$ cat config.mk
export PLATFORM = sky130hd
export DESIGN_NAME = utf8_stream_decoder_core
export DESIGN_NICKNAME = d
export VERILOG_FILES = /design/src/design/u8dec_pkg.sv /design/src/design/u8dec_step.sv /design/src/design/utf8_stream_decoder_core.sv
export VERILOG_INCLUDE_DIRS = /design/src /design/src/design
export SDC_FILE = /design/constraint.sdc
export NUM_CORES = 1
export LEC_CHECK = 0
export BUFFER_PORTS_ARGS = -buffer_cell sky130_fd_sc_hd__buf_2
export CORE_MARGIN = 1
export CORE_UTILIZATION = 35
export DETAILED_ROUTE_END_ITERATION = 8
export HOLD_SLACK_MARGIN = 0.08
export SLEW_MARGIN = 20
export SYNTH_ARGS = -nofsm -noshare
export SYNTH_HDL_FRONTEND = slang
export SYNTH_SLANG_ARGS = --single-unit
$ cat constraint.sdc
create_clock -name clk -period 7.4 [get_ports clk]
set_input_delay 1.48 -clock clk [delete_from_list [all_inputs] [get_ports clk]]
set_output_delay 1.48 -clock clk [all_outputs]
set_load 0.01 [all_outputs]
$ cat src/design/utf8_stream_decoder_core_assert.svh
// Assertion macros used by the UTF-8 stream decoder core RTL.
`ifndef UTF8_STREAM_DECODER_CORE_ASSERT_SVH
`define UTF8_STREAM_DECODER_CORE_ASSERT_SVH

// Same-cycle implication, checked outside reset.
`define U8D_ASSERT_NOW(lbl, pre, post, msg) \
  lbl: assert property (@(posedge clk) disable iff (rst) (pre) |-> (post)) else $error(msg);

// Next-cycle implication, checked outside reset.
`define U8D_ASSERT_NEXT(lbl, pre, post, msg) \
  lbl: assert property (@(posedge clk) disable iff (rst) (pre) |=> (post)) else $error(msg);

`endif

$ cat src/design/u8dec_pkg.sv
// Types and constants for the UTF-8 stream decoder.
package u8dec_pkg;

  localparam logic [20:0] REPLACEMENT_CP = 21'h00FFFD;
  localparam logic [7:0]  LEAD2_MIN      = 8'hC2;
  localparam logic [2:0]  LEAD4_MAX_LOW  = 3'd4;

  localparam logic [2:0]  LEN_NONE = 3'd0;
  localparam logic [2:0]  LEN_ONE  = 3'd1;
  localparam logic [2:0]  LEN_TWO  = 3'd2;
  localparam logic [2:0]  LEN_THREE = 3'd3;
  localparam logic [2:0]  LEN_FOUR = 3'd4;

  // Decoder state carried between bytes.
  typedef struct packed {
    logic [2:0]  expected_length;
    logic [1:0]  continuations_taken;
    logic [14:0] partial_value;
  } u8dec_state_t;

  // One result item.
  typedef struct packed {
    logic [20:0] code_point;
    logic        is_replacement;
    logic [2:0]  bytes_used;
  } u8dec_result_t;

  // Results caused by one byte: replacements around at most one main result.
  typedef struct packed {
    logic [2:0]    total;
    logic          main_valid;
    logic [1:0]    main_pos;
    u8dec_result_t main;
  } u8dec_burst_t;

endpackage

$ cat src/design/u8dec_step.sv
// Per-byte decode step: next state and result burst for one input byte.
module u8dec_step (
  input  u8dec_pkg::u8dec_state_t state,
  input  logic [7:0]              text_byte,
  input  logic                    end_of_text,
  output u8dec_pkg::u8dec_state_t state_next,
  output u8dec_pkg::u8dec_burst_t burst
);

  logic                    pending;
  logic                    is_cont;
  logic [2:0]              taken_inc;
  logic [20:0]             joined;
  logic [1:0]              reps_before;
  logic [1:0]              reps_after;
  logic                    main_valid;
  u8dec_pkg::u8dec_result_t main;
  u8dec_pkg::u8dec_state_t  mid;
  logic                    is_lead2;
  logic                    is_lead3;
  logic                    is_lead4;

  assign pending   = (state.expected_length != u8dec_pkg::LEN_NONE);
  assign is_cont   = (text_byte[7:6] == 2'b10);
  assign taken_inc = {1'b0, state.continuations_taken} + 3'd1;
  assign joined    = {state.partial_value, text_byte[5:0]};
  assign is_lead2  = (text_byte[7:5] == 3'b110) && (text_byte >= u8dec_pkg::LEAD2_MIN);
  assign is_lead3  = (text_byte[7:4] == 4'hE);
  assign is_lead4  = (text_byte[7:3] == 5'b11110) &&
                     (text_byte[2:0] <= u8dec_pkg::LEAD4_MAX_LOW);

  always_comb begin
    reps_before = 2'd0;
    main_valid  = 1'b0;
    main        = '{code_point: u8dec_pkg::REPLACEMENT_CP, is_replacement: 1'b1,
                    bytes_used: u8dec_pkg::LEN_ONE};
    mid         = state;

    if (pending && is_cont) begin
      if ((taken_inc + 3'd1) >= state.expected_length) begin
        main_valid = 1'b1;
        main       = '{code_point: joined, is_replacement: 1'b0,
                       bytes_used: state.expected_length};
        mid        = '0;
      end else begin
        mid.partial_value       = joined[14:0];
        mid.continuations_taken = taken_inc[1:0];
      end
    end else begin
      // Broken sequence: one replacement for the lead and each continuation.
      if (pending) begin
        reps_before = taken_inc[1:0];
      end
      mid = '0;
      priority if (!text_byte[7]) begin
        main_valid = 1'b1;
        main       = '{code_point: {13'd0, text_byte}, is_replacement: 1'b0,
                       bytes_used: u8dec_pkg::LEN_ONE};
      end else if (is_lead2) begin
        mid.expected_length = u8dec_pkg::LEN_TWO;
        mid.partial_value   = {10'd0, text_byte[4:0]};
      end else if (is_lead3) begin
        mid.expected_length = u8dec_pkg::LEN_THREE;
        mid.partial_value   = {11'd0, text_byte[3:0]};
      end else if (is_lead4) begin
        mid.expected_length = u8dec_pkg::LEN_FOUR;
        mid.partial_value   = {12'd0, text_byte[2:0]};
      end else begin
        main_valid = 1'b1;
      end
    end

    // End of text flushes whatever is still open.
    reps_after = 2'd0;
    state_next = mid;
    if (end_of_text) begin
      if (mid.expected_length != u8dec_pkg::LEN_NONE) begin
        reps_after = mid.continuations_taken + 2'd1;
      end
      state_next = '0;
    end

    burst.total      = {1'b0, reps_before} + {2'd0, main_valid} + {1'b0, reps_after};
    burst.main_valid = main_valid;
    burst.main_pos   = reps_before;
    burst.main       = main;
  end

endmodule

$ cat src/design/utf8_stream_decoder_core.sv
// UTF-8 stream decoder top level: byte stream in, code point stream out.
//
//  channel | dir | tdata (low bit up)            | tuser          | tlast
//  s_*     | in  | text_byte[7:0]                | -              | end_of_text
//  m_*     | out | code_point[20:0], bytes_used  | is_replacement | last_in_run
//
// Cycles: one byte per cycle when each byte yields at most one result
// and the output is not stalled. A byte with more results holds the input
// while the one-result-per-cycle output register drains the burst register.
// Results pass through the burst register, then the output register.
// Reset (rst, synchronous): decoder idle, burst and output registers empty.
// Output stall: burst register holds, input is refused once it is occupied.
`include "utf8_stream_decoder_core_assert.svh"

module utf8_stream_decoder_core (
  input  logic        clk,
  input  logic        rst,
  input  logic        s_tvalid,
  output logic        s_tready,
  input  logic [7:0]  s_tdata,   // text_byte[7:0]
  input  logic        s_tlast,   // end_of_text
  output logic        m_tvalid,
  input  logic        m_tready,
  output logic [23:0] m_tdata,   // code_point[20:0], bytes_used[23:21]
  output logic        m_tuser,   // is_replacement
  output logic        m_tlast    // last_in_run
);

  // Decoder state, updated on every accepted request.
  u8dec_pkg::u8dec_state_t  state;
  u8dec_pkg::u8dec_state_t  state_next;
  u8dec_pkg::u8dec_burst_t  step_burst;

  // Burst register: all results of one byte, emitted by position.
  logic                     burst_valid;
  logic [1:0]               burst_pos;
  u8dec_pkg::u8dec_burst_t  burst;

  // Output register.
  logic                     out_valid;
  u8dec_pkg::u8dec_result_t out_res;
  logic                     out_last;

  logic                     in_fire;
  logic                     out_free;
  logic                     burst_adv;
  logic                     pos_last;
  logic                     burst_done;
  u8dec_pkg::u8dec_result_t pick;

  u8dec_step u_step (
    .state       (state),
    .text_byte   (s_tdata),
    .end_of_text (s_tlast),
    .state_next  (state_next),
    .burst       (step_burst)
  );

  assign out_free   = !out_valid || m_tready;
  assign burst_adv  = burst_valid && out_free;
  assign pos_last   = (({1'b0, burst_pos} + 3'd1) == burst.total);
  assign burst_done = burst_adv && pos_last;
  assign s_tready   = !burst_valid || burst_done;
  assign in_fire    = s_tvalid && s_tready;

  // Main result sits at its slot; every other slot is a replacement.
  always_comb begin
    pick = '{code_point: u8dec_pkg::REPLACEMENT_CP, is_replacement: 1'b1,
             bytes_used: u8dec_pkg::LEN_ONE};
    if (burst.main_valid && (burst_pos == burst.main_pos)) begin
      pick = burst.main;
    end
  end

  always_ff @(posedge clk) begin
    if (rst) begin
      state <= '0;
    end else if (in_fire) begin
      state <= state_next;
    end
  end

  always_ff @(posedge clk) begin
    if (rst) begin
      burst_valid <= 1'b0;
      burst_pos   <= 2'd0;
    end else if (in_fire && (step_burst.total != 3'd0)) begin
      burst_valid <= 1'b1;
      burst_pos   <= 2'd0;
    end else if (burst_done) begin
      burst_valid <= 1'b0;
      burst_pos   <= 2'd0;
    end else if (burst_adv) begin
      burst_pos <= burst_pos + 2'd1;
    end
  end

  always_ff @(posedge clk) begin
    if (in_fire) begin
      burst <= step_burst;
    end
  end

  always_ff @(posedge clk) begin
    if (rst) begin
      out_valid <= 1'b0;
    end else if (out_free) begin
      out_valid <= burst_valid;
    end
  end

  always_ff @(posedge clk) begin
    if (burst_adv) begin
      out_res  <= pick;
      out_last <= pos_last;
    end
  end

  assign m_tvalid = out_valid;
  assign m_tdata  = {out_res.bytes_used, out_res.code_point};
  assign m_tuser  = out_res.is_replacement;
  assign m_tlast  = out_last;

  `U8D_ASSERT_NOW(a_pending_shape, state.expected_length != u8dec_pkg::LEN_NONE,
    ({1'b0, state.continuations_taken} + 3'd1) < state.expected_length,
    "pending sequence has too many continuations")
  `U8D_ASSERT_NEXT(a_eot_flush, in_fire && s_tlast,
    state.expected_length == u8dec_pkg::LEN_NONE,
    "end of text left a sequence pending")
  `U8D_ASSERT_NOW(a_rep_fields, out_valid && out_res.is_replacement,
    (out_res.code_point == u8dec_pkg::REPLACEMENT_CP) &&
    (out_res.bytes_used == u8dec_pkg::LEN_ONE),
    "replacement result with wrong fields")
  `U8D_ASSERT_NEXT(a_burst_hold, burst_valid && !out_free,
    burst_valid && $stable(burst_pos),
    "burst moved while output stalled")
  `U8D_ASSERT_NOW(a_burst_pos, burst_valid,
    ({1'b0, burst_pos} < burst.total),
    "burst position past its result count")

endmodule

Yosys cells after proc, flatten, opt, wreduce, memory -nomap -nowiden
Index checks and enable logic that the tools add are counted.
{"block": "totals", "register_bits": 81, "in_bits": 13, "elab_cells": 76}
{"block": "classes", "add_sub_neg": 7, "n_lt_le_gt_ge": 3, "eq_ne": 6, "n_mux": 27, "n_reduce_logical": 17}
{"cell": "two-way mux 20 bit", "count": 3}
{"cell": "two-way mux 25 bit", "count": 2}
{"cell": "two-way mux 15 bit", "count": 3}
{"cell": "two-way mux 3 bit", "count": 6}
{"cell": "two-way mux 17 bit", "count": 1}
{"cell": "nonzero test 3 bit", "count": 3}
{"cell": ">= comparator 8 bit (second input constant)", "count": 1}
{"cell": "logical AND 1 bit", "count": 8}
{"cell": "two-way mux 1 bit", "count": 8}
{"cell": "two-way mux 2 bit", "count": 4}
{"cell": "adder 2 x 1 -> 3 bit (second input constant)", "count": 2}
{"cell": "== test 5 bit (second input constant)", "count": 1}
{"cell": "adder 2 x 1 -> 2 bit (second input constant)", "count": 2}
{"cell": "== test 4 bit (second input constant)", "count": 1}
{"cell": "adder 2 x 1 -> 3 bit", "count": 1}
{"cell": "adder 3 x 1 -> 3 bit (second input constant)", "count": 1}
{"cell": "adder 3 x 2 -> 3 bit", "count": 1}
{"cell": "== test 3 bit", "count": 1}
{"cell": "== test 3 bit (second input constant)", "count": 1}
{"cell": ">= comparator 3 bit", "count": 1}
{"cell": "<= comparator 3 bit (second input constant)", "count": 1}
{"cell": "OR reduction 3 bit", "count": 1}
{"cell": "== test 2 bit", "count": 1}
{"cell": "== test 2 bit (second input constant)", "count": 1}
{"cell": "other kinds (3)", "count": 5}

Logic depth before layout (Yosys ltp)
Gate-level depths: netlist (run 1).
{"block": "logic_depth", "ltp_word": 14, "mapped_depth": 13}

Hierarchy
From an unflattened synthesis (run 1), not the netlist that was laid out.
{"block": "unflattened", "cells_unflattened": 312, "area_unflattened_um2": 3799.9}
{"mod": "utf8_stream_decoder_core", "n_inst": 1, "cells_per_inst": 201, "area_per_inst_um2": 3052.9}
{"mod": "u8dec_step", "n_inst": 1, "cells_per_inst": 111, "area_per_inst_um2": 747.0}

Least setup slack after synthesis (run 1)
No wires, ideal clock.
{"block": "synth_path", "kind": "in2reg", "start": "input port s_tdata[4]", "end": "register burst_pos[0]", "setup_time_ns": 0.064, "arrival_ns": 3.591, "path_slack_ns": 3.745, "stages": 8, "path_buffers": 0, "path_cell_list": "or4_1 -> o211ai_1 -> o211ai_1 -> fa_1 -> fa_1 -> nand3_1 -> a21o_1 -> nor2_1"}
{"block": "synth_between", "elab_chain_cells": 14}
{"item": "start: declaration", "line": "utf8_stream_decoder_core.sv:20", "text": "input logic [7:0] s_tdata,"}
{"item": "parallel branches: the longest is 10 deep, another holds >= comparator 8 bit"}
{"item": "adder 3 x 2 -> 3 bit *", "line": "u8dec_step.sv:83", "text": "burst.total = {1'b0, reps_before} + {2'd0, main_valid} + {1'b0, reps_after};"}
{"item": "nonzero test 3 bit *", "line": "utf8_stream_decoder_core.sv:87", "text": "end else if (in_fire && (step_burst.total != 3'd0)) begin"}
{"item": "logical AND 1 bit *", "line": "utf8_stream_decoder_core.sv:87"}
{"item": "OR reduction 3 bit (no source line) *"}
{"item": "end signal: assignment", "line": "utf8_stream_decoder_core.sv:94", "text": "burst_pos <= burst_pos + 2'd1;"}
{"item": "end: declaration", "line": "utf8_stream_decoder_core.sv:36", "text": "logic [1:0] burst_pos;"}
Mark *: on every way between the ends.
A chain may end at the register's enable or synchronous reset.

Worst setup path in the final report (run 1)
{"block": "layout_path", "start": "register, netlist name state[15]", "end": "register burst_pos[1]"}
{"block": "layout_between", "elab_chain_cells": 12}
{"item": "adder 2 x 1 -> 3 bit *", "line": "u8dec_step.sv:25", "text": "assign taken_inc = {1'b0, state.continuations_taken} + 3'd1;"}
{"item": "adder 3 x 1 -> 3 bit", "line": "u8dec_step.sv:40", "text": "if ((taken_inc + 3'd1) >= state.expected_length) begin"}
{"item": ">= comparator 3 bit", "line": "u8dec_step.sv:40"}
{"item": "two-way mux 17 bit / two-way mux 3 bit (equally long branches)", "line": "u8dec_step.sv:40"}
{"item": "two-way mux 20 bit", "line": "u8dec_step.sv:39", "text": "if (pending && is_cont) begin"}
{"item": "adder 2 x 1 -> 2 bit / nonzero test 3 bit (equally long branches)", "line": "u8dec_step.sv:78, u8dec_step.sv:77"}
{"item": "two-way mux 2 bit", "line": "u8dec_step.sv:77", "text": "if (mid.expected_length != u8dec_pkg::LEN_NONE) begin"}
{"item": "two-way mux 2 bit", "line": "u8dec_step.sv:76", "text": "if (end_of_text) begin"}
{"item": "adder 3 x 2 -> 3 bit *", "line": "u8dec_step.sv:83"}
{"item": "nonzero test 3 bit *", "line": "utf8_stream_decoder_core.sv:87"}
{"item": "logical AND 1 bit *", "line": "utf8_stream_decoder_core.sv:87"}
{"item": "OR reduction 3 bit (no source line) *"}
Mark *: on every way between the ends. The rest lies on a longest branch, timed or not.

==> impl_metrics.env, run 1 <==
export IMPL_setup_viol=0
export IMPL_syn_to_final_growth_pct=14.6
export IMPL_cts_setup_buffers=0
export IMPL_io_pins=41
export IMPL_cts_resized=0
export IMPL_period_share_pct=48.7
export IMPL_powerDensity_nw_per_um2=234
export IMPL_cap_violations=0
export IMPL_wl_met2_mm=2.54
export IMPL_drive_gt1_share_pct=21.0
export IMPL_design_core_area_sq_um=9240
export IMPL_cts_tree="done"
export IMPL_cts_root_buf="clkbuf_8"
export IMPL_die_height_um=99.7
export IMPL_critPathKind="reg2reg"
export IMPL_hold_end="state[11]$_SDFFE_PP0P_"
export IMPL_finalInstanceArea_sq_um=3830
export IMPL_post_dp_cell_area_sq_um=3670
export IMPL_instances_no_fill=439
export IMPL_synth_largest_area_cell="edfxtp_1"
export IMPL_final_common_cell="edfxtp_1"
export IMPL_dr_first_iter_drc_count=96
export IMPL_die_area_sq_um=9940
export IMPL_final_seq_area_sq_um=2190
export IMPL_synth_simple_area_share_pct=17.6
export IMPL_required_ps=7690
export IMPL_hold_path_depth=1
export IMPL_globalRouteOverflowTotal=0
export IMPL_antenna_found_initial=0
export IMPL_cp_max_fo=12
export IMPL_dp_cells=423
export IMPL_layout_common_cells="57 x edfxtp_1, 40 x buf_2, 30 x nand2_1"
export IMPL_critPathSlowestCell="fa_1"
export IMPL_cts_buffers=9
export IMPL_skew_ps=16.4
export IMPL_rsz0062_at_grt="false"
export IMPL_ff2ff_setup_slack_ps=3790
export IMPL_hold_start="state[11]$_SDFFE_PP0P_"
export IMPL_rows=35
export IMPL_synthesis_area_sq_um=3340
export IMPL_hold_viol=0
export IMPL_ys_top_cells_by_area="edfxtp_1 51%, dfxtp_1 14%, nand2b_1 4.7%, a22o_1 3.7%, nand2_1 3.4%"
export IMPL_vias=2029
export IMPL_port_buffers=40
export IMPL_max_stage_delay_ps=510
export IMPL_synth_async_sr_flop_share_pct=0
export IMPL_htreeDepth=3
export IMPL_yosysWarnings=0
export IMPL_detailedPlace_worstSlack_ps=3460
export IMPL_path_cells="inv_1 > ha_1 > or2_2 > ha_1 > a21oi_1 > o21ai_0 > buf_4 > o211ai_1 > o211ai_1 > fa_1 > fa_1 > nand3_1 > a21o_1 > nor2_1"
export IMPL_nets=326
export IMPL_ys_ff_latch=81
export IMPL_grt_pass1_wl_mm=9.34
export IMPL_cp_end_kind="flip-flop"
export IMPL_worstPathArrival_ps=3900
export IMPL_r2r_start="state[15]$_SDFFE_PP0P_"
export IMPL_fin_ws_ps=3790
export IMPL_finalPower_mw=0.896
export IMPL_reg2reg_depth=14
export IMPL_synthMuxAreaShare_pct=0.337
export IMPL_grt_max_degree=34
export IMPL_synth_edff_count=57
export IMPL_drt_first_pass_iters=4
export IMPL_min_delay_path_class="reg2reg"
export IMPL_ant_nets=0
export IMPL_gp_congestion=0.857
export IMPL_grt_pass1_vias=1835
export IMPL_syn_avg_cell_area_sq_um=12.8
export IMPL_critPathLaunchType="flip-flop"
export IMPL_clkTransAtPathRegs_ps=90
export IMPL_n_fill_cell=912
export IMPL_slew_headroom_pct=31.4
export IMPL_routedWlPerCell_um=13.1
export IMPL_met1_length_mm=2.80
export IMPL_outcome="finished clean"
export IMPL_wl_mm=5.75
export IMPL_leakage_nw=1.42
export IMPL_track_usage_pct=12.5
export IMPL_synth_seq_area_share_pct=65.6
export IMPL_netlist_instances=261
export IMPL_ys_types=36
export IMPL_multiInputGateArea_sq_um=1040
export IMPL_n_antenna_cell=0
export IMPL_synthFlopType="edfxtp_1"
export IMPL_synth_compound_area_share_pct=8.20
export IMPL_avgViaCountPerCell=4.62
export IMPL_dp_final_hpwl_mm=4.05
export IMPL_slew_viol_final=0
export IMPL_start_util_pct=36.2
export IMPL_synth_top_area_share_pct=51.2
export IMPL_cts_hold_buffers=0
export IMPL_clk_latency_ps=350
export IMPL_r2r_end="burst_pos[1]$_SDFFE_PP0P_"
export IMPL_peakVddDrop_mv=0.0750
export IMPL_cts_sinks=81
export IMPL_synthXorXnorAreaFrac_pct=1.57
export IMPL_drc=0
export IMPL_synth_top_family_by_area="simple AND/OR/NAND/NOR gates"
export IMPL_finalSetupTns_ps=0
export IMPL_top_layer="met4"
export IMPL_finalWorstPathRequiredPeriod_ps=3610
export IMPL_cts_max_path_buffers=2
export IMPL_die_width_um=99.7
export IMPL_synthAdderAreaFrac_pct=3.45
export IMPL_worstMarginPinSlew_ps=1030
export IMPL_wl_met3_um=278
export IMPL_clock_fmax_mhz=277
export IMPL_synth_nets=282
==> metrics by stage <==
stage / util (%) / hold WS [ps]
2_1_floorplan: - / 440
4_1_cts: 41.4 / 478
3_5_place_dp: 39.7 / 456
3_3_place_gp: 39.7 / 458
5_1_grt: 41.4 / 490
6_report: 41.4 / 472
==> power breakdown <==
| group | internal (mW) | switching (mW) |
|---|---|---|
| registers | 0.524 | 0.00777 |
| logic | 0.0302 | 0.0625 |
| clock network | 0.121 | 0.150 |
| total | 0.675 | 0.221 |
==> per-layer routing <==
| layer | global-route usage (%) | up-vias |
|---|---|---|
| met3 | 2.32 | 12 |
| met2 | 17.6 | 65 |
| li1 | - | 1010 |
| met5 | 0 | - |
| met1 | 17.7 | 942 |
| met4 | 7.92 | 0 |
==> cell usage after synthesis (5+ instances only) <==
library cell	n
a21oi_1	10
dfxtp_1	24
clkbuf_1	5
edfxtp_1	57
ha_1	6
inv_1	14
and2_1	11
nand2b_1	25
a22o_1	14
nor2_1	7
o21ai_0	6
nand2_1	30
and3_1	9
==> worst max-delay path: cells and delay by family, from the launching register on <==
family	cells	cell delay, ps
adders and majority gates	4	1440
and+or+nand+nor	3	480
AOI/OAI and AO/OA	5	920
buffers and inverters	2	300
DFF	1	400
==> flip-flops by register name (all words and copies together) (netlist names) <==
name / count
state: 20
burst: 31
burst_valid: 1
m_tdata: 24
burst_pos: 2
m_tlast: 1
m_tvalid: 1
m_tuser: 1
==> cells by family (layout without fill, tap and decap cells) <==
logic type                 count (synthesis)  count (layout)
adders and majority gates                  8               8
and+or+nand+nor                          104             104
DFF                                       81              81
buffers and inverters                     24              73
xor gates and xnor gates                   6               6
muxes                                      1               1
AOI/OAI and AO/OA                         37              37
==> final cells by class <==
type	instances	area share, %
tap	129	4.21
multi-input combinational	156	27.2
inverter	15	1.47
clock inverter	5	0.849
clock buffer	11	3.43
sequential	81	57.2
timing repair buffer	42	5.62
==> worst max-delay path by stage <==
| stage | startpoint | cells past startpoint | slack [ps] | to |
|---|---|---|---|---|
| 6_report | state[15]$_SDFFE_PP0P_ | 14 | 3790 | burst_pos[1]$_SDFFE_PP0P_ |
| 5_1_grt | state[15]$_SDFFE_PP0P_ | 14 | 3530 | burst_pos[0]$_SDFFE_PP0P_ |
| 4_1_cts | state[15]$_SDFFE_PP0P_ | 14 | 3750 | burst_pos[1]$_SDFFE_PP0P_ |
| 3_5_place_dp | s_tdata[4] | 9 | 3460 | burst_pos[1]$_SDFFE_PP0P_ |
| 3_3_place_gp | s_tdata[4] | 9 | 3500 | burst_pos[0]$_SDFFE_PP0P_ |
| 2_1_floorplan | s_tdata[4] | 8 | 3750 | burst_pos[0]$_SDFFE_PP0P_ |
Note: power is estimated with default switching activity, not from simulation.
==> inputs of run 2 (changes only) <==
ABC_AREA = 1   (was not set)
clock period = 2.9 ns   (was 7.4 ns; I/O delays follow)
==> run 2 against run 1 <==
Net effect: the flow now finishes with violations (negative setup slack); critical path depth grew 3; critical path type unchanged; clock power increased to 2.8 times the previous value; total power rose to 2.6 times the previous value; non-clock buffer count up 28; largest cell class unchanged; sequential share of layout area decreased by 7.6 points; via count rose by 26%; setup slack got worse by 3900 ps; highest routed layer unchanged; largest power group unchanged; sequential cell count unchanged; clock-buffer cell count decreased by 2; final area is 15% higher; cell count rose by 32%; area after synthesis rose by 8.6%.
==> impl_metrics.env, run 2 <==
export IMPL_critPathKind="reg2reg"
export IMPL_synth_edff_count=57
export IMPL_synth_common_cells="85 x nand2_1, 57 x edfxtp_1, 44 x nor2_1"
export IMPL_dp_cells=556
export IMPL_required_ps=3140
export IMPL_synth_nets=393
export IMPL_period_share_pct=105
export IMPL_hold_viol=0
export IMPL_clkPwrFrac_pct=32.3
export IMPL_synth_largest_area_cell="edfxtp_1"
export IMPL_gp_congestion=0.896
export IMPL_grt_pass1_vias=2443
export IMPL_synth_seq_area_share_pct=60.4
export IMPL_ant_nets=0
export IMPL_violations="negative setup slack"
export IMPL_top_layer="met4"
export IMPL_rsz0062_at_grt="true"
export IMPL_cp_end_kind="flip-flop"
export IMPL_syn_to_final_growth_pct=21.8
export IMPL_grt_pass1_wl_mm=11.4
export IMPL_die_area_sq_um=10800
export IMPL_drc=0
export IMPL_outcome="finished, violations left"
export IMPL_nets=462
export IMPL_drt_first_pass_iters=5
export IMPL_cap_violations=0
export IMPL_grt_max_degree=30
export IMPL_setup_viol=4
export IMPL_p_sw_mw=0.612
export IMPL_die_height_um=104
export IMPL_wl_met3_um=306
export IMPL_powerDensity_nw_per_um2=528
export IMPL_synthFlopType="edfxtp_1"
export IMPL_antenna_found_initial=0
export IMPL_wl_met2_mm=3.10
export IMPL_met1_length_mm=3.28
export IMPL_cts_tree="done"
export IMPL_design_core_area_sq_um=9910
export IMPL_cts_root_buf="clkbuf_8"
export IMPL_netlist_instances=372
export IMPL_ys_top_cells_by_area="edfxtp_1 47%, dfxtp_1 13%, nand2_1 8.8%, nor2_1 4.6%, inv_1 4.3%"
export IMPL_power_frac_comb_pct=10.6
export IMPL_largest_register="burst"
export IMPL_netSwitchingFraction_pct=26.2
export IMPL_clkTransAtPathRegs_ps=90
export IMPL_skew_ps=6.74
export IMPL_wl_mm=6.83
export IMPL_cts_buffers=9
export IMPL_dr_first_iter_drc_count=170
export IMPL_finalSetupTns_ps=-387
export IMPL_pwr_share_seq_pct=57.1
export IMPL_n_antenna_cell=0
export IMPL_ys_types=36
export IMPL_clock_fmax_mhz=329
export IMPL_yosysWarnings=0
export IMPL_leakage_nw=1.66
export IMPL_finalWorstPathRequiredPeriod_ps=3040
export IMPL_critPathSlowestCell="fa_1"
export IMPL_ys_ff_latch=81
export IMPL_final_common_cell="nand2_1"
export IMPL_critPathLaunchType="flip-flop"
export IMPL_slew_viol_final=0
export IMPL_io_pins=41
export IMPL_vias=2561
export IMPL_syn_avg_cell_area_sq_um=9.75
export IMPL_finalInstanceArea_sq_um=4420
export IMPL_routedWlPerCell_um=11.8
export IMPL_max_stage_delay_ps=450
export IMPL_htreeDepth=3
export IMPL_slew_headroom_pct=61.5
export IMPL_finalPower_mw=2.34
export IMPL_path_cells="inv_2 > ha_4 > xor2_2 > ha_1 > nand3_2 > nor2b_4 > nand3_2 > nand2_2 > nor2_4 > inv_2 > nand3_2 > fa_2 > fa_1 > inv_2 > nor3_2 > o311ai_2 > nor2_1"
export IMPL_peakVddDrop_mv=0.196
export IMPL_worstPathArrival_ps=3280
export IMPL_worstMarginPinSlew_ps=577
export IMPL_yosysMostFrequentCell="nand2_1"
export IMPL_fin_ws_ps=-140
export IMPL_dp_final_hpwl_mm=4.88
export IMPL_synth_top_area_share_pct=47.2
export IMPL_layout_common_cells="83 x nand2_1, 57 x edfxtp_1, 44 x nor2_1"
export IMPL_start_util_pct=36.6
export IMPL_globalRouteOverflowTotal=0
export IMPL_instances_no_fill=579
export IMPL_clk_latency_ps=350
export IMPL_largest_reg_flops=31
export IMPL_synth_async_sr_flop_share_pct=0
export IMPL_intPower_mw=1.72
export IMPL_cts_max_path_buffers=2
export IMPL_avgViaCountPerCell=4.42
export IMPL_cts_hold_buffers=0
export IMPL_track_usage_pct=13.5
export IMPL_die_width_um=104
export IMPL_min_delay_path_class="reg2reg"
export IMPL_rows=36
export IMPL_synthesis_area_sq_um=3630
export IMPL_cts_sinks=81
export IMPL_timing_hold_ws_ps=467
export IMPL_cp_max_fo=3
export IMPL_post_dp_cell_area_sq_um=4140
export IMPL_drive_gt1_share_pct=30.3
export IMPL_port_buffers=40
[run 2: cell types whose count changed in the layout (fill, tap and decap cells not counted), sizes merged, moves of 19 or more]
| cell | delta |
|---|---|
| buf | +28 |
| or2 | +19 |
| nand2b | -25 |
| nand2 | +58 |
| inv | +38 |
| nor2 | +39 |
[run 2: path summary, 6_finish.rpt]
check                         startpoint                        end  slack [ps]  cells past startpoint
hold reg to reg   state[10]$_SDFFE_PP0P_     state[10]$_SDFFE_PP0P_         470                      2
hold / removal    state[10]$_SDFFE_PP0P_     state[10]$_SDFFE_PP0P_         470                      2
setup / recovery  state[15]$_SDFFE_PP0P_  burst_pos[1]$_SDFFE_PP0P_        -140                     17
setup reg to reg  state[15]$_SDFFE_PP0P_  burst_pos[1]$_SDFFE_PP0P_        -140                     17
[run 2: critical path: cells and delay by family, from the launching register on]
family          cells  cell delay, ps
compound gates      1             250
xor+xnor            1             150
fa+ha+maj           4            1330
buf+inv             3             190
flops               1             360
simple gates        8             640
[run 2: cells by family after synthesis]
family / count (synthesis) / share of synthesized area (%)
compound gates: 32 / 5.45
xor+xnor: 3 / 0.725
fa+ha+maj: 8 / 3.17
buf+inv: 61 / 7.11
flops: 81 / 60.4
simple gates: 187 / 23.1
[run 2: stage by stage]
step | setup slack [ps] | util, %
after floorplan | -248 | -
after global placement | -196 | 41.8
after detailed placement | -323 | 41.8
after CTS | -116 | 44.4
after global routing | -272 | 44.6
final | -140 | 44.6
[run 2: area by class of cell]
type	instances	area, sq um
sequential	81	2190
multi-input combinational	230	1260
fill	975	5490
tap	133	166
timing repair buffer	70	425
clock inverter	7	61.3
inverter	49	184
clock buffer	9	124
[run 2: routing by layer]
| metal | global-route usage, % | vias up |
|---|---|---|
| li1 | - | 1344 |
| met1 | 17.8 | 1143 |
| met2 | 21.4 | 62 |
| met3 | 2.45 | 12 |
| met4 | 6.73 | 0 |
| met5 | 0 | - |
[run 2: power by group through the flow]
| stage | Sequential [mW] | Combinational (mW) | Clock, mW |
|---|---|---|---|
| after floorplan | 1.37 | 0.152 | 0 |
| after global placement | 1.36 | 0.236 | 0 |
| after detailed placement | 1.36 | 0.242 | 0 |
| after CTS | 1.33 | 0.247 | 0.784 |
| after global routing | 1.34 | 0.276 | 0.828 |
| final | 1.33 | 0.247 | 0.755 |
[run 2: what timing repair did]
action,CTS,global route
pin swaps,7,0
resized for setup,7,2
setup endpoints to repair,4,4
setup buffers,5,2
==> inputs of run 3 (changes only) <==
clock period = 3.7 ns   (was 2.9 ns; I/O delays follow)
==> run 3 against run 2 <==
Net effect: the flow now finishes without violations; sequential share of layout area increased by 2.9 points; cell count decreased by 4.1%; fmax decreased by 12%; worst hold slack improved by 2.5 ps; setup slack improved by 390 ps; register-to-register slack improved by 390 ps; first-iteration DRC count decreased by 2.4%; clock-buffer cell count unchanged; largest cell class unchanged; highest routed layer unchanged.
==> impl_metrics.env, run 3 (synthesized netlist as in run 2, its figures left out) <==
export IMPL_slew_viol_final=0
export IMPL_port_buffers=40
export IMPL_finalInstanceArea_sq_um=4180
export IMPL_intPower_mw=1.34
export IMPL_drc=0
export IMPL_largest_register="burst"
export IMPL_die_area_sq_um=10800
export IMPL_critPathKind="reg2reg"
export IMPL_min_delay_path_class="reg2reg"
export IMPL_outcome="finished clean"
export IMPL_io_pins=41
export IMPL_hold_start="state[14]$_SDFFE_PP0P_"
export IMPL_largest_reg_flops=31
export IMPL_critPathLaunchType="flip-flop"
export IMPL_skew_ps=10.7
export IMPL_clkPwrFrac_pct=32.9
export IMPL_setup_viol=0
export IMPL_cts_tree="done"
export IMPL_syn_to_final_growth_pct=15.2
export IMPL_met1_length_mm=3.26
export IMPL_worstMarginPinSlew_ps=589
export IMPL_dp_final_hpwl_mm=4.76
export IMPL_design_core_area_sq_um=9910
export IMPL_cp_startpoint="state[15]$_SDFFE_PP0P_"
export IMPL_rsz0062_at_grt="true"
export IMPL_cts_max_path_buffers=2
export IMPL_start_util_pct=36.6
export IMPL_r2r_start="state[15]$_SDFFE_PP0P_"
export IMPL_die_width_um=104
export IMPL_die_height_um=104
export IMPL_drt_first_pass_iters=4
export IMPL_max_stage_delay_ps=430
export IMPL_path_cells="inv_1 > ha_1 > xor2_2 > ha_1 > nand3_1 > nor2b_1 > nand3_1 > nand2_1 > nor2_2 > inv_2 > nand3_1 > fa_1 > fa_1 > inv_1 > nor3_4 > o311ai_2 > nor2_1"
export IMPL_grt_pass1_vias=2431
export IMPL_finalWorstPathRequiredPeriod_ps=3450
export IMPL_post_dp_cell_area_sq_um=3970
export IMPL_path_buf_inv=3
export IMPL_drive_gt1_share_pct=23.5
export IMPL_cp_max_fo=5
export IMPL_power_frac_comb_pct=9.9
export IMPL_ant_nets=0
export IMPL_avgViaCountPerCell=4.51
export IMPL_path_common_cell="nand3_1"
export IMPL_timing_hold_ws_ps=469
export IMPL_cts_hold_buffers=0
export IMPL_nets=438
export IMPL_dr_first_iter_drc_count=166
export IMPL_cp_top_family="adder cells"
export IMPL_worstPathArrival_ps=3680
export IMPL_n_fill_cell=1012
export IMPL_critPathSlowestCell="fa_1"
export IMPL_cap_violations=0
export IMPL_n_antenna_cell=0
export IMPL_hold_viol=0
export IMPL_cts_buffers=9
export IMPL_leakage_nw=1.54
export IMPL_clock_fmax_mhz=290
export IMPL_powerDensity_nw_per_um2=437
export IMPL_grt_max_degree=52
export IMPL_cp_end_kind="flip-flop"
export IMPL_slew_headroom_pct=60.8
export IMPL_track_usage_pct=13.4
export IMPL_top_layer="met4"
export IMPL_peakVddDrop_mv=0.148
export IMPL_layout_common_cells="85 x nand2_1, 57 x edfxtp_1, 44 x nor2_1"
export IMPL_routedWlPerCell_um=12.2
export IMPL_gp_congestion=0.864
export IMPL_rows=36
export IMPL_clk_latency_ps=350
export IMPL_required_ps=3930
export IMPL_wl_mm=6.79
export IMPL_final_common_cell="nand2_1"
export IMPL_clkTransAtPathRegs_ps=90
export IMPL_vias=2505
export IMPL_pwr_share_seq_pct=57.1
export IMPL_cts_root_buf="clkbuf_8"
export IMPL_netSwitchingFraction_pct=26.6
export IMPL_wl_met3_um=307
export IMPL_grt_pass1_wl_mm=11.4
export IMPL_globalRouteOverflowTotal=0
export IMPL_htreeDepth=3
export IMPL_wl_met2_mm=3.10
export IMPL_antenna_found_initial=0
export IMPL_cts_sinks=81
export IMPL_period_share_pct=93.2
export IMPL_p_sw_mw=0.487
## run 3: changes by cell type in the layout (fill, tap and decap cells not counted), sizes merged
cell | before | now
clkinvlp | 2 | 3
buf | 70 | 46
inv | 53 | 52
## run 3: layout make-up
| cell class | count | area [sq um] | share of cell area [%] |
|---|---|---|---|
| Sequential cell | 81 | 2200 | 52.5 |
| Clock inverter | 7 | 60.1 | 1.44 |
| Tap cell | 133 | 166 | 3.98 |
| Clock buffer | 9 | 124 | 2.96 |
| Multi-Input combinational cell | 230 | 1200 | 28.8 |
| Inverter | 49 | 184 | 4.40 |
| Timing Repair Buffer | 46 | 245 | 5.87 |
## run 3: worst min-delay path, stage by stage, from the launching register on
cell and delay (ps):
dfxtp_1 320, nand2_1 60, a21oi_1 60
## run 3: worst paths after layout
kind                                    end  slack, ps  cells past startpoint
setup reg to reg  burst_pos[0]$_SDFFE_PP0P_        250                     17
hold reg to reg      state[14]$_SDFFE_PP0P_        470                      2
setup / recovery  burst_pos[0]$_SDFFE_PP0P_        250                     17
hold / removal       state[14]$_SDFFE_PP0P_        470                      2
## run 3: layer usage
| metal | vias to the layer above | track usage (%) |
|---|---|---|
| met5 | - | 0 |
| met4 | 0 | 6.84 |
| met3 | 9 | 3.59 |
| met1 | 1143 | 16.4 |
| met2 | 62 | 21.7 |
| li1 | 1291 | - |
## run 3: through the flow
stage	utilization (%)	setup WS [ps]	power, mW	cells	TNS [ps]
5_1_grt	42.2	-5.85	1.90	555	-5.85
2_1_floorplan	-	279	1.19	372	0
3_5_place_dp	40.0	91.8	1.25	539	0
4_1_cts	41.9	70.6	1.85	555	0
6_report	42.2	250	1.83	555	0
3_3_place_gp	40.0	231	1.24	539	0
## run 3: what timing repair did
action,CTS,global route
setup endpoints to repair,0,3
gates resized for setup,0,7
setup buffers,0,0
## run 3: power groups by stage
stage	clock network, mW	logic [mW]	registers, mW
CTS	0.620	0.181	1.04
floorplan	0	0.117	1.07
detailed placement	0	0.180	1.07
global route	0.647	0.203	1.05
finish	0.602	0.182	1.04
global placement	0	0.176	1.06
